==> src/rtl/ara_pkg.sv <==
`default_nettype none
package ara_pkg;

  // Request codes
  localparam logic [1:0] CMD_FIND = 2'd0;
  localparam logic [1:0] CMD_TAKE = 2'd1;
  localparam logic [1:0] CMD_FREE = 2'd2;

  // Result status codes
  localparam logic [1:0] ST_OK   = 2'd0;
  localparam logic [1:0] ST_MISS = 2'd1;
  localparam logic [1:0] ST_BAD  = 2'd2;
  localparam logic [1:0] ST_FULL = 2'd3;

  // Datapath operations issued by the controller, one per cycle
  typedef logic [4:0] op_t;
  localparam op_t OP_IDLE     = 5'd0;
  localparam op_t OP_LOAD     = 5'd1;
  localparam op_t OP_NOTFOUND = 5'd2;
  localparam op_t OP_RD_SCAN  = 5'd3;
  localparam op_t OP_NEXT     = 5'd4;
  localparam op_t OP_FIND_HIT = 5'd5;
  localparam op_t OP_SET_FULL = 5'd6;
  localparam op_t OP_TAKE_HIT = 5'd7;
  localparam op_t OP_RD_J     = 5'd8;
  localparam op_t OP_WR_SHIFT = 5'd9;
  localparam op_t OP_WR_LEFT  = 5'd10;
  localparam op_t OP_WR_MID   = 5'd11;
  localparam op_t OP_WR_RIGHT = 5'd12;
  localparam op_t OP_FREE_HIT = 5'd13;
  localparam op_t OP_RD_LO    = 5'd14;
  localparam op_t OP_LO_DEC   = 5'd15;
  localparam op_t OP_RD_HI    = 5'd16;
  localparam op_t OP_HI_INC   = 5'd17;
  localparam op_t OP_WR_MERGE = 5'd18;
  localparam op_t OP_WR_MOVE  = 5'd19;
  localparam op_t OP_FIN_FREE = 5'd20;

  // Datapath flags seen by the controller
  typedef struct packed {
    logic early;
    logic is_find;
    logic is_take;
    logic is_free;
    logic scan_end;
    logic match;
    logic full;
    logic sh_done;
    logic left;
    logic right;
    logic lo_zero;
    logic hi_last;
    logic rd_alloc;
    logic mv_done;
  } stat_t;

endpackage
`default_nettype wire

==> src/rtl/ara_ctrl.sv <==
`default_nettype none
module ara_ctrl (
  input  wire logic          clk,
  input  wire logic          rst,
  input  wire logic          in_valid,
  input  wire logic          out_stall,
  input  wire ara_pkg::stat_t st,
  output ara_pkg::op_t       op,
  output logic               in_stall,
  output logic               out_valid
);

  localparam logic [3:0] S_IDLE    = 4'd0;
  localparam logic [3:0] S_SCAN    = 4'd1;
  localparam logic [3:0] S_CHECK   = 4'd2;
  localparam logic [3:0] S_SH_TEST = 4'd3;
  localparam logic [3:0] S_SH_WR   = 4'd4;
  localparam logic [3:0] S_WR_L    = 4'd5;
  localparam logic [3:0] S_WR_M    = 4'd6;
  localparam logic [3:0] S_WR_R    = 4'd7;
  localparam logic [3:0] S_LO_TEST = 4'd8;
  localparam logic [3:0] S_LO_CHK  = 4'd9;
  localparam logic [3:0] S_HI_TEST = 4'd10;
  localparam logic [3:0] S_HI_CHK  = 4'd11;
  localparam logic [3:0] S_MERGE   = 4'd12;
  localparam logic [3:0] S_MV_TEST = 4'd13;
  localparam logic [3:0] S_MV_WR   = 4'd14;
  localparam logic [3:0] S_RESULT  = 4'd15;

  logic [3:0] state, state_next;

  assign in_stall  = (state != S_IDLE);
  assign out_valid = (state == S_RESULT);

  // Sequence one request through scan, table update and result
  always_comb begin
    state_next = state;
    op         = ara_pkg::OP_IDLE;
    case (state)
      S_IDLE: begin
        if (in_valid) begin
          op         = ara_pkg::OP_LOAD;
          state_next = S_SCAN;
        end
      end
      S_SCAN: begin
        if (st.early) begin
          state_next = S_RESULT;
        end else if (st.scan_end) begin
          op         = ara_pkg::OP_NOTFOUND;
          state_next = S_RESULT;
        end else begin
          op         = ara_pkg::OP_RD_SCAN;
          state_next = S_CHECK;
        end
      end
      S_CHECK: begin
        if (!st.match) begin
          op         = ara_pkg::OP_NEXT;
          state_next = S_SCAN;
        end else if (st.is_find) begin
          op         = ara_pkg::OP_FIND_HIT;
          state_next = S_RESULT;
        end else if (st.is_take) begin
          if (st.full) begin
            op         = ara_pkg::OP_SET_FULL;
            state_next = S_RESULT;
          end else begin
            op         = ara_pkg::OP_TAKE_HIT;
            state_next = S_SH_TEST;
          end
        end else begin
          op         = ara_pkg::OP_FREE_HIT;
          state_next = S_LO_TEST;
        end
      end
      S_SH_TEST: begin
        if (st.sh_done) begin
          state_next = S_WR_L;
        end else begin
          op         = ara_pkg::OP_RD_J;
          state_next = S_SH_WR;
        end
      end
      S_SH_WR: begin
        op         = ara_pkg::OP_WR_SHIFT;
        state_next = S_SH_TEST;
      end
      S_WR_L: begin
        if (st.left) begin
          op = ara_pkg::OP_WR_LEFT;
        end
        state_next = S_WR_M;
      end
      S_WR_M: begin
        op         = ara_pkg::OP_WR_MID;
        state_next = S_WR_R;
      end
      S_WR_R: begin
        if (st.right) begin
          op = ara_pkg::OP_WR_RIGHT;
        end
        state_next = S_RESULT;
      end
      S_LO_TEST: begin
        if (st.lo_zero) begin
          state_next = S_HI_TEST;
        end else begin
          op         = ara_pkg::OP_RD_LO;
          state_next = S_LO_CHK;
        end
      end
      S_LO_CHK: begin
        if (!st.rd_alloc) begin
          op         = ara_pkg::OP_LO_DEC;
          state_next = S_LO_TEST;
        end else begin
          state_next = S_HI_TEST;
        end
      end
      S_HI_TEST: begin
        if (st.hi_last) begin
          state_next = S_MERGE;
        end else begin
          op         = ara_pkg::OP_RD_HI;
          state_next = S_HI_CHK;
        end
      end
      S_HI_CHK: begin
        if (!st.rd_alloc) begin
          op         = ara_pkg::OP_HI_INC;
          state_next = S_HI_TEST;
        end else begin
          state_next = S_MERGE;
        end
      end
      S_MERGE: begin
        op         = ara_pkg::OP_WR_MERGE;
        state_next = S_MV_TEST;
      end
      S_MV_TEST: begin
        if (st.mv_done) begin
          op         = ara_pkg::OP_FIN_FREE;
          state_next = S_RESULT;
        end else begin
          op         = ara_pkg::OP_RD_J;
          state_next = S_MV_WR;
        end
      end
      S_MV_WR: begin
        op         = ara_pkg::OP_WR_MOVE;
        state_next = S_MV_TEST;
      end
      S_RESULT: begin
        if (!out_stall) begin
          state_next = S_IDLE;
        end
      end
      default: begin
        state_next = S_IDLE;
      end
    endcase
  end

  always_ff @(posedge clk) begin
    if (rst) begin
      state <= S_IDLE;
    end else begin
      state <= state_next;
    end
  end

endmodule
`default_nettype wire

==> config.mk <==
export PLATFORM = sky130hd
export DESIGN_NAME = ara_ctrl
export DESIGN_NICKNAME = d
export VERILOG_FILES = /design/src/rtl/ara_pkg.sv /design/src/rtl/ara_ctrl.sv
export SDC_FILE = /design/constraint.sdc
export NUM_CORES = 1
export LEC_CHECK = 0
export ABC_AREA = 0
export CAP_MARGIN = 20
export CORE_MARGIN = 2
export CORE_UTILIZATION = 45
export DETAILED_ROUTE_END_ITERATION = 8
export DONT_BUFFER_PORTS = 1
export SKIP_CTS_REPAIR_TIMING = 1
export SLEW_MARGIN = 10
export SYNTH_ARGS = -nofsm -noshare
export SYNTH_HDL_FRONTEND = slang
export SYNTH_SLANG_ARGS = --single-unit
==> constraint.sdc <==
create_clock -name clk -period 1.29 [get_ports clk]
set_input_delay 0.1935 -clock clk [delete_from_list [all_inputs] [get_ports clk]]
set_output_delay 0.1935 -clock clk [all_outputs]
set_load 0.03 [all_outputs]
# Yosys cells after proc, flatten, opt, wreduce, memory -nomap -nowiden
# Cells that the tools add are included.
# op_classes
eq_ne	17
muxes	31
n_reduce_logical	4
# ops
operator	count
$pmux 5 s15	1
$pmux 4 s15	1
$mux 4	13
$eq 4x4->1 const B	8
$mux 5	6
$eq 4x3->1 const B	4
$eq 4x2->1 const B	2
$mux 2	3
$mux 3	2
$mux 1	5
$eq 4x1->1 const B	1
$logic_not 4->1	1
$ne 2x2->1 const B	2
$reduce_bool 4->1	1
$reduce_and 2->1	1
$reduce_or 2->1	1
# word_totals
reg_bits	4
output_inout_bits	7

# Logic depth before layout (Yosys ltp)
# Gate-level depths: netlist of the first run.
# depth
depth_word	5
mapped_depth	6
mapped_depth_nobuf	4

# Worst setup path before layout of the first run
# No wires, ideal clock.
# synth_path
path_kind	reg-to-output
from	reg state[0]
to	out op[1]
arrival_ps	1933
t_required_ps	1097
path_slack_ps	-836
path_stages_with_launch	6
n_path_buf	2
cell_sequence	dfxtp_1 -> buf_4 -> buf_2 -> nor2_1 -> a21oi_1 -> o311ai_0
# synth_between
elab_chain_len	2
# synth_rtl
element	line_no	text
start: declaration	ara_ctrl.sv:30	logic [3:0] state, state_next;
start signal: assignment	ara_ctrl.sv:169	state <= state_next;
$eq 4x4->1 (tied with other cells)	ara_ctrl.sv:39	case (state)
$pmux 5 s15 *	ara_ctrl.sv:39	
end: declaration	ara_ctrl.sv:8	output ara_pkg::op_t op,
# Mark *: on every way between the ends. The rest lies on a longest branch, timed or not.

# Worst setup path in the final report of the first run
# layout_path
from	reg state[3]
to	out op[1]
# The elaborated chain is that of the path after synthesis.

==> flow_results.xml, run 1 <==
<?xml version="1.0" encoding="UTF-8"?>
<metrics>
  <group name="place">
    <metric name="placement.setup.worst_slack" unit="ns">-0.226</metric>
    <metric name="numPlacedInstances" unit="">133</metric>
    <metric name="half_perimeter_wire_length_after_detailed_placement" unit="mm">1.75</metric>
    <metric name="buffer_ports.inserted" unit="">0</metric>
    <metric name="globalplace.congestion" unit="">0.913</metric>
  </group>
  <group name="layout">
    <metric name="layout_top_registers" unit="">state: 4 flops</metric>
    <metric name="synthToLayoutAreaGrowth" unit="%">67.6</metric>
    <metric name="instances_no_fill" unit="">143</metric>
    <metric name="final_layout_size_suffix_gt1_share" unit="%">52.3</metric>
    <metric name="top_register" unit="">state</metric>
    <metric name="largest_register_ff_count" unit="">4</metric>
    <metric name="insertedDiodeCount" unit="">0</metric>
    <metric name="finish.net_count" unit="">147</metric>
  </group>
  <group name="yosys">
    <metric name="synthTopCellsByArea" unit="">sky130_fd_sc_hd__dfxtp_1 12%, sky130_fd_sc_hd__a21oi_1 6.1%, sky130_fd_sc_hd__o21ai_0 6.1%</metric>
    <metric name="synth_cells" unit="">97</metric>
    <metric name="synth.area.mux_share" unit="%">0</metric>
    <metric name="synth_nets" unit="">115</metric>
    <metric name="post_synth_xor_area_fraction" unit="%">0</metric>
    <metric name="async_reset_ff_share" unit="%">0</metric>
    <metric name="mapped_avg_cell_area" unit="µm²">6.73</metric>
    <metric name="synth_sequential_area_ratio" unit="%">12.3</metric>
    <metric name="netlist-cell-type-count" unit="">40</metric>
    <metric name="yosys.area.top_type_share" unit="%">12.3</metric>
    <metric name="yosysTopAreaCell" unit="">sky130_fd_sc_hd__dfxtp_1</metric>
    <metric name="synth_compound_gate_area_share" unit="%">39.8</metric>
    <metric name="synth_top_flop_cell" unit="">sky130_fd_sc_hd__dfxtp_1</metric>
    <metric name="yosys_register_bits" unit="">4</metric>
    <metric name="netlist_area" unit="µm²">653</metric>
    <metric name="yosys_warning_total" unit="">0</metric>
    <metric name="synth_fa_ha_area_share" unit="%">0</metric>
    <metric name="yosys.area_share.simple" unit="%">38.5</metric>
    <metric name="synth-edff-count" unit="">0</metric>
    <metric name="dominant_combinational_cell_family_by_area_after_synthesis" unit="">compound AO/OA/AOI/OAI gates</metric>
  </group>
  <group name="route">
    <metric name="detail_route.wirelength" unit="mm">2.62</metric>
    <metric name="routed-via-count" unit="">910</metric>
    <metric name="drc" unit="">0</metric>
    <metric name="drt_pass1_iterations" unit="">5</metric>
    <metric name="wl_per_cell" unit="µm">18.3</metric>
    <metric name="drt-vias-per-instance" unit="">6.36</metric>
    <metric name="drt.antenna.violating_nets" unit="">0</metric>
    <metric name="drt_iter0_drc" unit="">47</metric>
  </group>
  <group name="sta">
    <metric name="max_fclk" unit="MHz">570</metric>
    <metric name="setup_ws" unit="ns">-0.463</metric>
    <metric name="worst_hold_slack" unit="ns">0.0121</metric>
    <metric name="setup_viol" unit="">10</metric>
    <metric name="final.min_clock_period" unit="ns">1.75</metric>
    <metric name="timing.clock.skew" unit="ns">0.00212</metric>
    <metric name="timing.final.hold_violations" unit="">0</metric>
    <metric name="unrepaired_setup_endpoints_after_global_routing" unit="">yes</metric>
    <metric name="worst-slew-pin-transition" unit="ns">0.356</metric>
    <metric name="final.setup.tns" unit="ns">-2.99</metric>
    <metric name="period_share" unit="%">136</metric>
    <metric name="timing.max_slew.rel_slack" unit="%">76.2</metric>
    <metric name="maxSlewViolCount" unit="">0</metric>
  </group>
  <group name="worst_setup_path">
    <metric name="criticalPathCategory" unit="">reg -&gt; out</metric>
    <metric name="worstPathCellList" unit="">buf_6 &gt; nor4b_4 &gt; and2_4 &gt; nand2_2 &gt; o311ai_2 &gt; buf_4</metric>
    <metric name="cp-end-kind" unit="">output port</metric>
    <metric name="cp_slowest_stage_delay" unit="ns">0.36</metric>
    <metric name="cp_slowest_cell" unit="">sky130_fd_sc_hd__dfxtp_4</metric>
    <metric name="critical_path.max_fanout" unit="">6</metric>
    <metric name="cpLargestDelayFamily" unit="">simple AND/OR/NAND/NOR gates</metric>
    <metric name="timing.critical_path.buf_inv" unit="">2</metric>
    <metric name="arrival" unit="ns">1.56</metric>
    <metric name="startpoint_type" unit="">register</metric>
    <metric name="cp.required" unit="ns">1.10</metric>
  </group>
  <group name="die">
    <metric name="die_x_extent" unit="µm">42.1</metric>
    <metric name="initial_core_util" unit="%">49.0</metric>
    <metric name="dieHeight" unit="µm">42.1</metric>
    <metric name="floorplan.core_area" unit="mm²">0.00133</metric>
    <metric name="total_die_area" unit="mm²">0.00177</metric>
    <metric name="pin_count" unit="">25</metric>
    <metric name="rows" unit="">13</metric>
  </group>
  <group name="power_and_ir_drop">
    <metric name="max-vdd-ir-drop" unit="µV">1530</metric>
    <metric name="power.density_cell_area" unit="mW/mm²">2560</metric>
    <metric name="leakagePower" unit="nW">0.435</metric>
  </group>
  <group name="clock_network">
    <metric name="tritoncts.num_buffers" unit="">3</metric>
    <metric name="cts_clk_pin_slew_worst_paths" unit="ns">0.04</metric>
    <metric name="worstSkewPairLatency" unit="ns">0.24</metric>
    <metric name="h-tree-depth" unit="">1</metric>
    <metric name="clock_sink_count" unit="">4</metric>
    <metric name="ctsRootBufferMaster" unit="">sky130_fd_sc_hd__clkbuf_4</metric>
    <metric name="cts_tree" unit="">yes</metric>
    <metric name="clock_path_buffers" unit="">2</metric>
  </group>
  <group name="global_routing">
    <metric name="grt_usage" unit="%">26.8</metric>
    <metric name="final_global_route_overflow_total" unit="">0</metric>
    <metric name="grt_first_pass_wirelength" unit="mm">3.70</metric>
    <metric name="antenna_found_initial" unit="">0</metric>
    <metric name="via_count_of_the_first_global_routing_pass" unit="">827</metric>
    <metric name="grt_max_degree" unit="">12</metric>
  </group>
  <group name="status">
    <metric name="status" unit="">finished with violations</metric>
    <metric name="violated_checks" unit="">negative setup slack</metric>
  </group>
  <group name="flow_run">
    <metric name="cap_violations" unit="">0</metric>
  </group>
  <group name="min_path">
    <metric name="hold_path_class" unit="">in -&gt; reg</metric>
  </group>
</metrics>
## worst register-to-register path: stages (launching register included)
cell and delay [ns]:
sky130_fd_sc_hd__dfxtp_4 0.36, sky130_fd_sc_hd__buf_6 0.14, sky130_fd_sc_hd__nor4b_4 0.28, sky130_fd_sc_hd__nand2_1 0.15, sky130_fd_sc_hd__buf_6 0.15, sky130_fd_sc_hd__o22a_1 0.16, sky130_fd_sc_hd__a31oi_1 0.16
## through the flow
stage	total power [mW]	util (%)	area (µm²)
after CTS	2.26	66.7	890
after detailed placement	2.08	64.7	863
after global routing	2.97	82.1	1090
final	2.80	82.1	1090
after floorplan	1.51	-	691
after global placement	2.06	64.7	863
## path summary, 6_finish.rpt
check / slack [ns] / from / depth (start not counted) / end
worst min register to register: 0.54 / state[1] / 2 / state[2]
worst max register to register: -0.19 / state[3] / 6 / state[2]
worst min-delay path: 0.01 / rst / 1 / state[1]
worst max-delay path: -0.46 / state[3] / 6 / op[1]
## where the power goes
part | switching [mW] | internal (mW) | leakage, nW
Combinational | 1.18 | 1.10 | 0.384
Clock | 0.0576 | 0.117 | 0.0150
Sequential | 0.136 | 0.213 | 0.0356
## logic make-up (layout without fill, tap and decap cells)
logic type,after synthesis,count (layout)
AND/OR/NAND/NOR,43,43
AO/OA/AOI/OAI,39,39
buffers and inverters,11,42
flip-flops,4,4
## final cells by class
class	instances	area [µm²]
multi-input cells	82	644
well taps	15	18.8
fillers	86	239
repair buffers	34	293
inverters	4	17.5
flip-flops and latches	4	95.1
clock buffers	4	26.3
## layer usage
layer	vias to the layer above	GRT usage, %	part of all wire (%)
li1	424	-	-
met1	416	36.0	40
met2	66	42.5	49
met3	4	4.31	9.9
met4	0	10.6	0.88
met5	-	0	0
## cells in the final DEF, fill, tap and decap left out, types with 2 or more instances in the layout
| cell type | instances |
|---|---|
| sky130_fd_sc_hd__a21oi_1 | 7 |
| sky130_fd_sc_hd__a31oi_1 | 5 |
| sky130_fd_sc_hd__buf_4 | 25 |
| sky130_fd_sc_hd__buf_6 | 8 |
| sky130_fd_sc_hd__clkbuf_4 | 3 |
| sky130_fd_sc_hd__dfxtp_4 | 4 |
| sky130_fd_sc_hd__inv_1 | 3 |
| sky130_fd_sc_hd__nand2_1 | 7 |
| sky130_fd_sc_hd__nand2_2 | 2 |
| sky130_fd_sc_hd__nand2b_1 | 5 |
| sky130_fd_sc_hd__nor2_1 | 7 |
| sky130_fd_sc_hd__nor2_2 | 2 |
| sky130_fd_sc_hd__nor2b_1 | 4 |
| sky130_fd_sc_hd__nor2b_4 | 2 |
| sky130_fd_sc_hd__nor4b_4 | 2 |
| sky130_fd_sc_hd__o21ai_0 | 8 |
| sky130_fd_sc_hd__o22ai_1 | 2 |
## Yosys cell counts (2+ instances only)
master,count
sky130_fd_sc_hd__buf_4,2
sky130_fd_sc_hd__a21oi_1,8
sky130_fd_sc_hd__nand2b_1,5
sky130_fd_sc_hd__inv_1,3
sky130_fd_sc_hd__nand2_1,9
sky130_fd_sc_hd__buf_2,4
sky130_fd_sc_hd__and2_1,2
sky130_fd_sc_hd__nor3_1,2
sky130_fd_sc_hd__nor2_1,9
sky130_fd_sc_hd__o22ai_1,2
sky130_fd_sc_hd__a31oi_1,6
sky130_fd_sc_hd__nand3_1,2
sky130_fd_sc_hd__o21ai_0,8
sky130_fd_sc_hd__dfxtp_1,4
sky130_fd_sc_hd__nor2b_1,6
(Power assumes the default switching activity.)
==> run 2, diff against run 1 <==
CELL_PAD_IN_SITES_DETAIL_PLACEMENT = 1   (was not set)
CELL_PAD_IN_SITES_GLOBAL_PLACEMENT = 1   (was not set)
CORE_UTILIZATION = 37   (was 45)
PLACE_DENSITY_LB_ADDON = 0.1   (was not set)
==> run 2 against run 1 <==
  * The run still ends with negative setup slack left
  * Global-route usage up 1.7 points
  * Critical endpoint is now op[3]
  * Sequential cell count unchanged
  * Utilization down 10 points
  * Clock skew up 0.015 ns
  * Via count up 21%
==> flow_results.xml, run 2 (synthesized netlist as in run 1, its figures left out) <==
<?xml version="1.0" encoding="UTF-8"?>
<metrics>
  <group name="status">
    <metric name="status" unit="">finished with violations</metric>
    <metric name="violated_checks" unit="">negative setup slack</metric>
  </group>
  <group name="worst_setup_path">
    <metric name="startpoint_type" unit="">register</metric>
    <metric name="cp_slowest_stage_delay" unit="ns">0.37</metric>
    <metric name="worstPathCellList" unit="">buf_6 &gt; nor4b_4 &gt; nand3_1 &gt; o41ai_2 &gt; a211o_4</metric>
    <metric name="cp-end-kind" unit="">output port</metric>
    <metric name="arrival" unit="ns">1.64</metric>
    <metric name="worst-path-stages" unit="">5</metric>
    <metric name="timing.critical_path.buf_inv" unit="">1</metric>
    <metric name="worstRegToRegCells" unit="">5</metric>
    <metric name="cp.required" unit="ns">1.10</metric>
    <metric name="cpLargestDelayFamily" unit="">simple AND/OR/NAND/NOR gates</metric>
    <metric name="critical_path.max_fanout" unit="">6</metric>
    <metric name="cp_slowest_cell" unit="">sky130_fd_sc_hd__dfxtp_4</metric>
    <metric name="criticalPathCategory" unit="">reg -&gt; out</metric>
  </group>
  <group name="die">
    <metric name="dieHeight" unit="µm">46.0</metric>
    <metric name="total_die_area" unit="mm²">0.00212</metric>
    <metric name="die_x_extent" unit="µm">46.0</metric>
    <metric name="floorplan.core_area" unit="mm²">0.00169</metric>
    <metric name="pin_count" unit="">25</metric>
    <metric name="rows" unit="">15</metric>
    <metric name="initial_core_util" unit="%">38.7</metric>
  </group>
  <group name="sta">
    <metric name="timing.clock.skew" unit="ns">0.0174</metric>
    <metric name="max_fclk" unit="MHz">545</metric>
    <metric name="final.setup.tns" unit="ns">-3.99</metric>
    <metric name="final.min_clock_period" unit="ns">1.83</metric>
    <metric name="worst-slew-pin-transition" unit="ns">0.399</metric>
    <metric name="maxSlewViolCount" unit="">0</metric>
    <metric name="setup_ws" unit="ns">-0.544</metric>
    <metric name="unrepaired_setup_endpoints_after_global_routing" unit="">yes</metric>
    <metric name="timing.max_slew.rel_slack" unit="%">73.1</metric>
    <metric name="timing.final.hold_violations" unit="">0</metric>
    <metric name="setup_viol" unit="">11</metric>
    <metric name="worst_hold_slack" unit="ns">0.0212</metric>
    <metric name="period_share" unit="%">142</metric>
  </group>
  <group name="clock_network">
    <metric name="clock_sink_count" unit="">4</metric>
    <metric name="clock_path_buffers" unit="">2</metric>
    <metric name="cts_clk_pin_slew_worst_paths" unit="ns">0.06</metric>
    <metric name="h-tree-depth" unit="">1</metric>
    <metric name="ctsRootBufferMaster" unit="">sky130_fd_sc_hd__clkbuf_4</metric>
    <metric name="worstSkewPairLatency" unit="ns">0.25</metric>
    <metric name="tritoncts.num_buffers" unit="">3</metric>
    <metric name="cts_tree" unit="">yes</metric>
  </group>
  <group name="global_routing">
    <metric name="antenna_found_initial" unit="">0</metric>
    <metric name="via_count_of_the_first_global_routing_pass" unit="">859</metric>
    <metric name="grt_max_degree" unit="">13</metric>
    <metric name="grt_first_pass_wirelength" unit="mm">4.18</metric>
    <metric name="grt_usage" unit="%">28.5</metric>
    <metric name="final_global_route_overflow_total" unit="">0</metric>
  </group>
  <group name="layout">
    <metric name="mostFrequentLayoutCell" unit="">sky130_fd_sc_hd__buf_4</metric>
    <metric name="largest_register_ff_count" unit="">4</metric>
    <metric name="top_register" unit="">state</metric>
    <metric name="finish.net_count" unit="">157</metric>
    <metric name="final_layout_size_suffix_gt1_share" unit="%">58.7</metric>
    <metric name="filler_cell_count" unit="">187</metric>
    <metric name="insertedDiodeCount" unit="">0</metric>
    <metric name="postLayoutCoreUtil" unit="%">71.6</metric>
    <metric name="synthToLayoutAreaGrowth" unit="%">85.2</metric>
    <metric name="stdcell_area" unit="mm²">0.00121</metric>
    <metric name="layout_top_registers" unit="">state: 4 flops</metric>
    <metric name="most-common-layout-cells" unit="">37 x sky130_fd_sc_hd__buf_4, 8 x sky130_fd_sc_hd__a21oi_1, 6 x sky130_fd_sc_hd__nor2_1, 6 x sky130_fd_sc_hd__o21ai_0, 6 x sky130_fd_sc_hd__nand2_1</metric>
  </group>
  <group name="place">
    <metric name="placement.cell_area" unit="µm²">893</metric>
    <metric name="globalplace.congestion" unit="">0.868</metric>
    <metric name="buffer_ports.inserted" unit="">0</metric>
    <metric name="half_perimeter_wire_length_after_detailed_placement" unit="mm">2.08</metric>
    <metric name="placement.setup.worst_slack" unit="ns">-0.231</metric>
  </group>
  <group name="power_and_ir_drop">
    <metric name="power.density_cell_area" unit="mW/mm²">2740</metric>
    <metric name="max-vdd-ir-drop" unit="µV">1610</metric>
    <metric name="leakagePower" unit="nW">0.505</metric>
  </group>
  <group name="route">
    <metric name="drt_iter0_drc" unit="">76</metric>
    <metric name="drt-vias-per-instance" unit="">7.08</metric>
    <metric name="detail_route.wirelength" unit="mm">4.48</metric>
    <metric name="drc" unit="">0</metric>
    <metric name="drt.antenna.violating_nets" unit="">0</metric>
    <metric name="wl_per_cell" unit="µm">28.9</metric>
    <metric name="routed-via-count" unit="">1098</metric>
    <metric name="drt_pass1_iterations" unit="">6</metric>
  </group>
  <group name="min_path">
    <metric name="worst_hold_depth" unit="">1</metric>
    <metric name="hold_path_class" unit="">in -&gt; reg</metric>
  </group>
  <group name="flow_run">
    <metric name="cap_violations" unit="">0</metric>
  </group>
</metrics>
[run 2: changes by cell type in the layout (fill, tap and decap cells not counted), sizes merged]
cell / change
clkbuf: +1
dlygate4sd3: +1
buf: +8
[run 2: final timing paths]
check	start	endpoint	slack [ns]
setup / recovery	state[3]	op[3]	-0.54
hold reg to reg	state[2]	state[1]	0.78
setup reg to reg	state[3]	state[2]	-0.30
hold / removal	rst	state[3]	0.02
[run 2: per-layer routing]
layer / track usage (%) / part of all wire [%]
met1: 37.8 / 36
met2: 45.8 / 45
met3: 4.76 / 13
met4: 10.3 / 6.3
met5: 0 / 0
[run 2: stage by stage]
step,power (mW),instances
final,3.32,155
after CTS,2.42,141
after floorplan,1.51,97
after global routing,3.43,155
after detailed placement,2.21,137
after global placement,2.15,137
[run 2: area by class of cell]
class / instances / area [µm²] / area share (%)
tap: 17 / 21.3 / 1.76
sequential: 4 / 95.1 / 7.86
inverter: 4 / 17.5 / 1.45
clock buffer: 4 / 26.3 / 2.17
multi-input combinational: 82 / 692 / 57.2
timing repair buffer: 44 / 358 / 29.6
[run 2: report_power, final]
part / leakage (nW) / total [mW] / switching [mW] / internal [mW]
logic: 0.454 / 2.78 / 1.53 / 1.25
clock network: 0.0150 / 0.190 / 0.0729 / 0.117
registers: 0.0356 / 0.351 / 0.138 / 0.213
total: 0.505 / 3.32 / 1.74 / 1.58
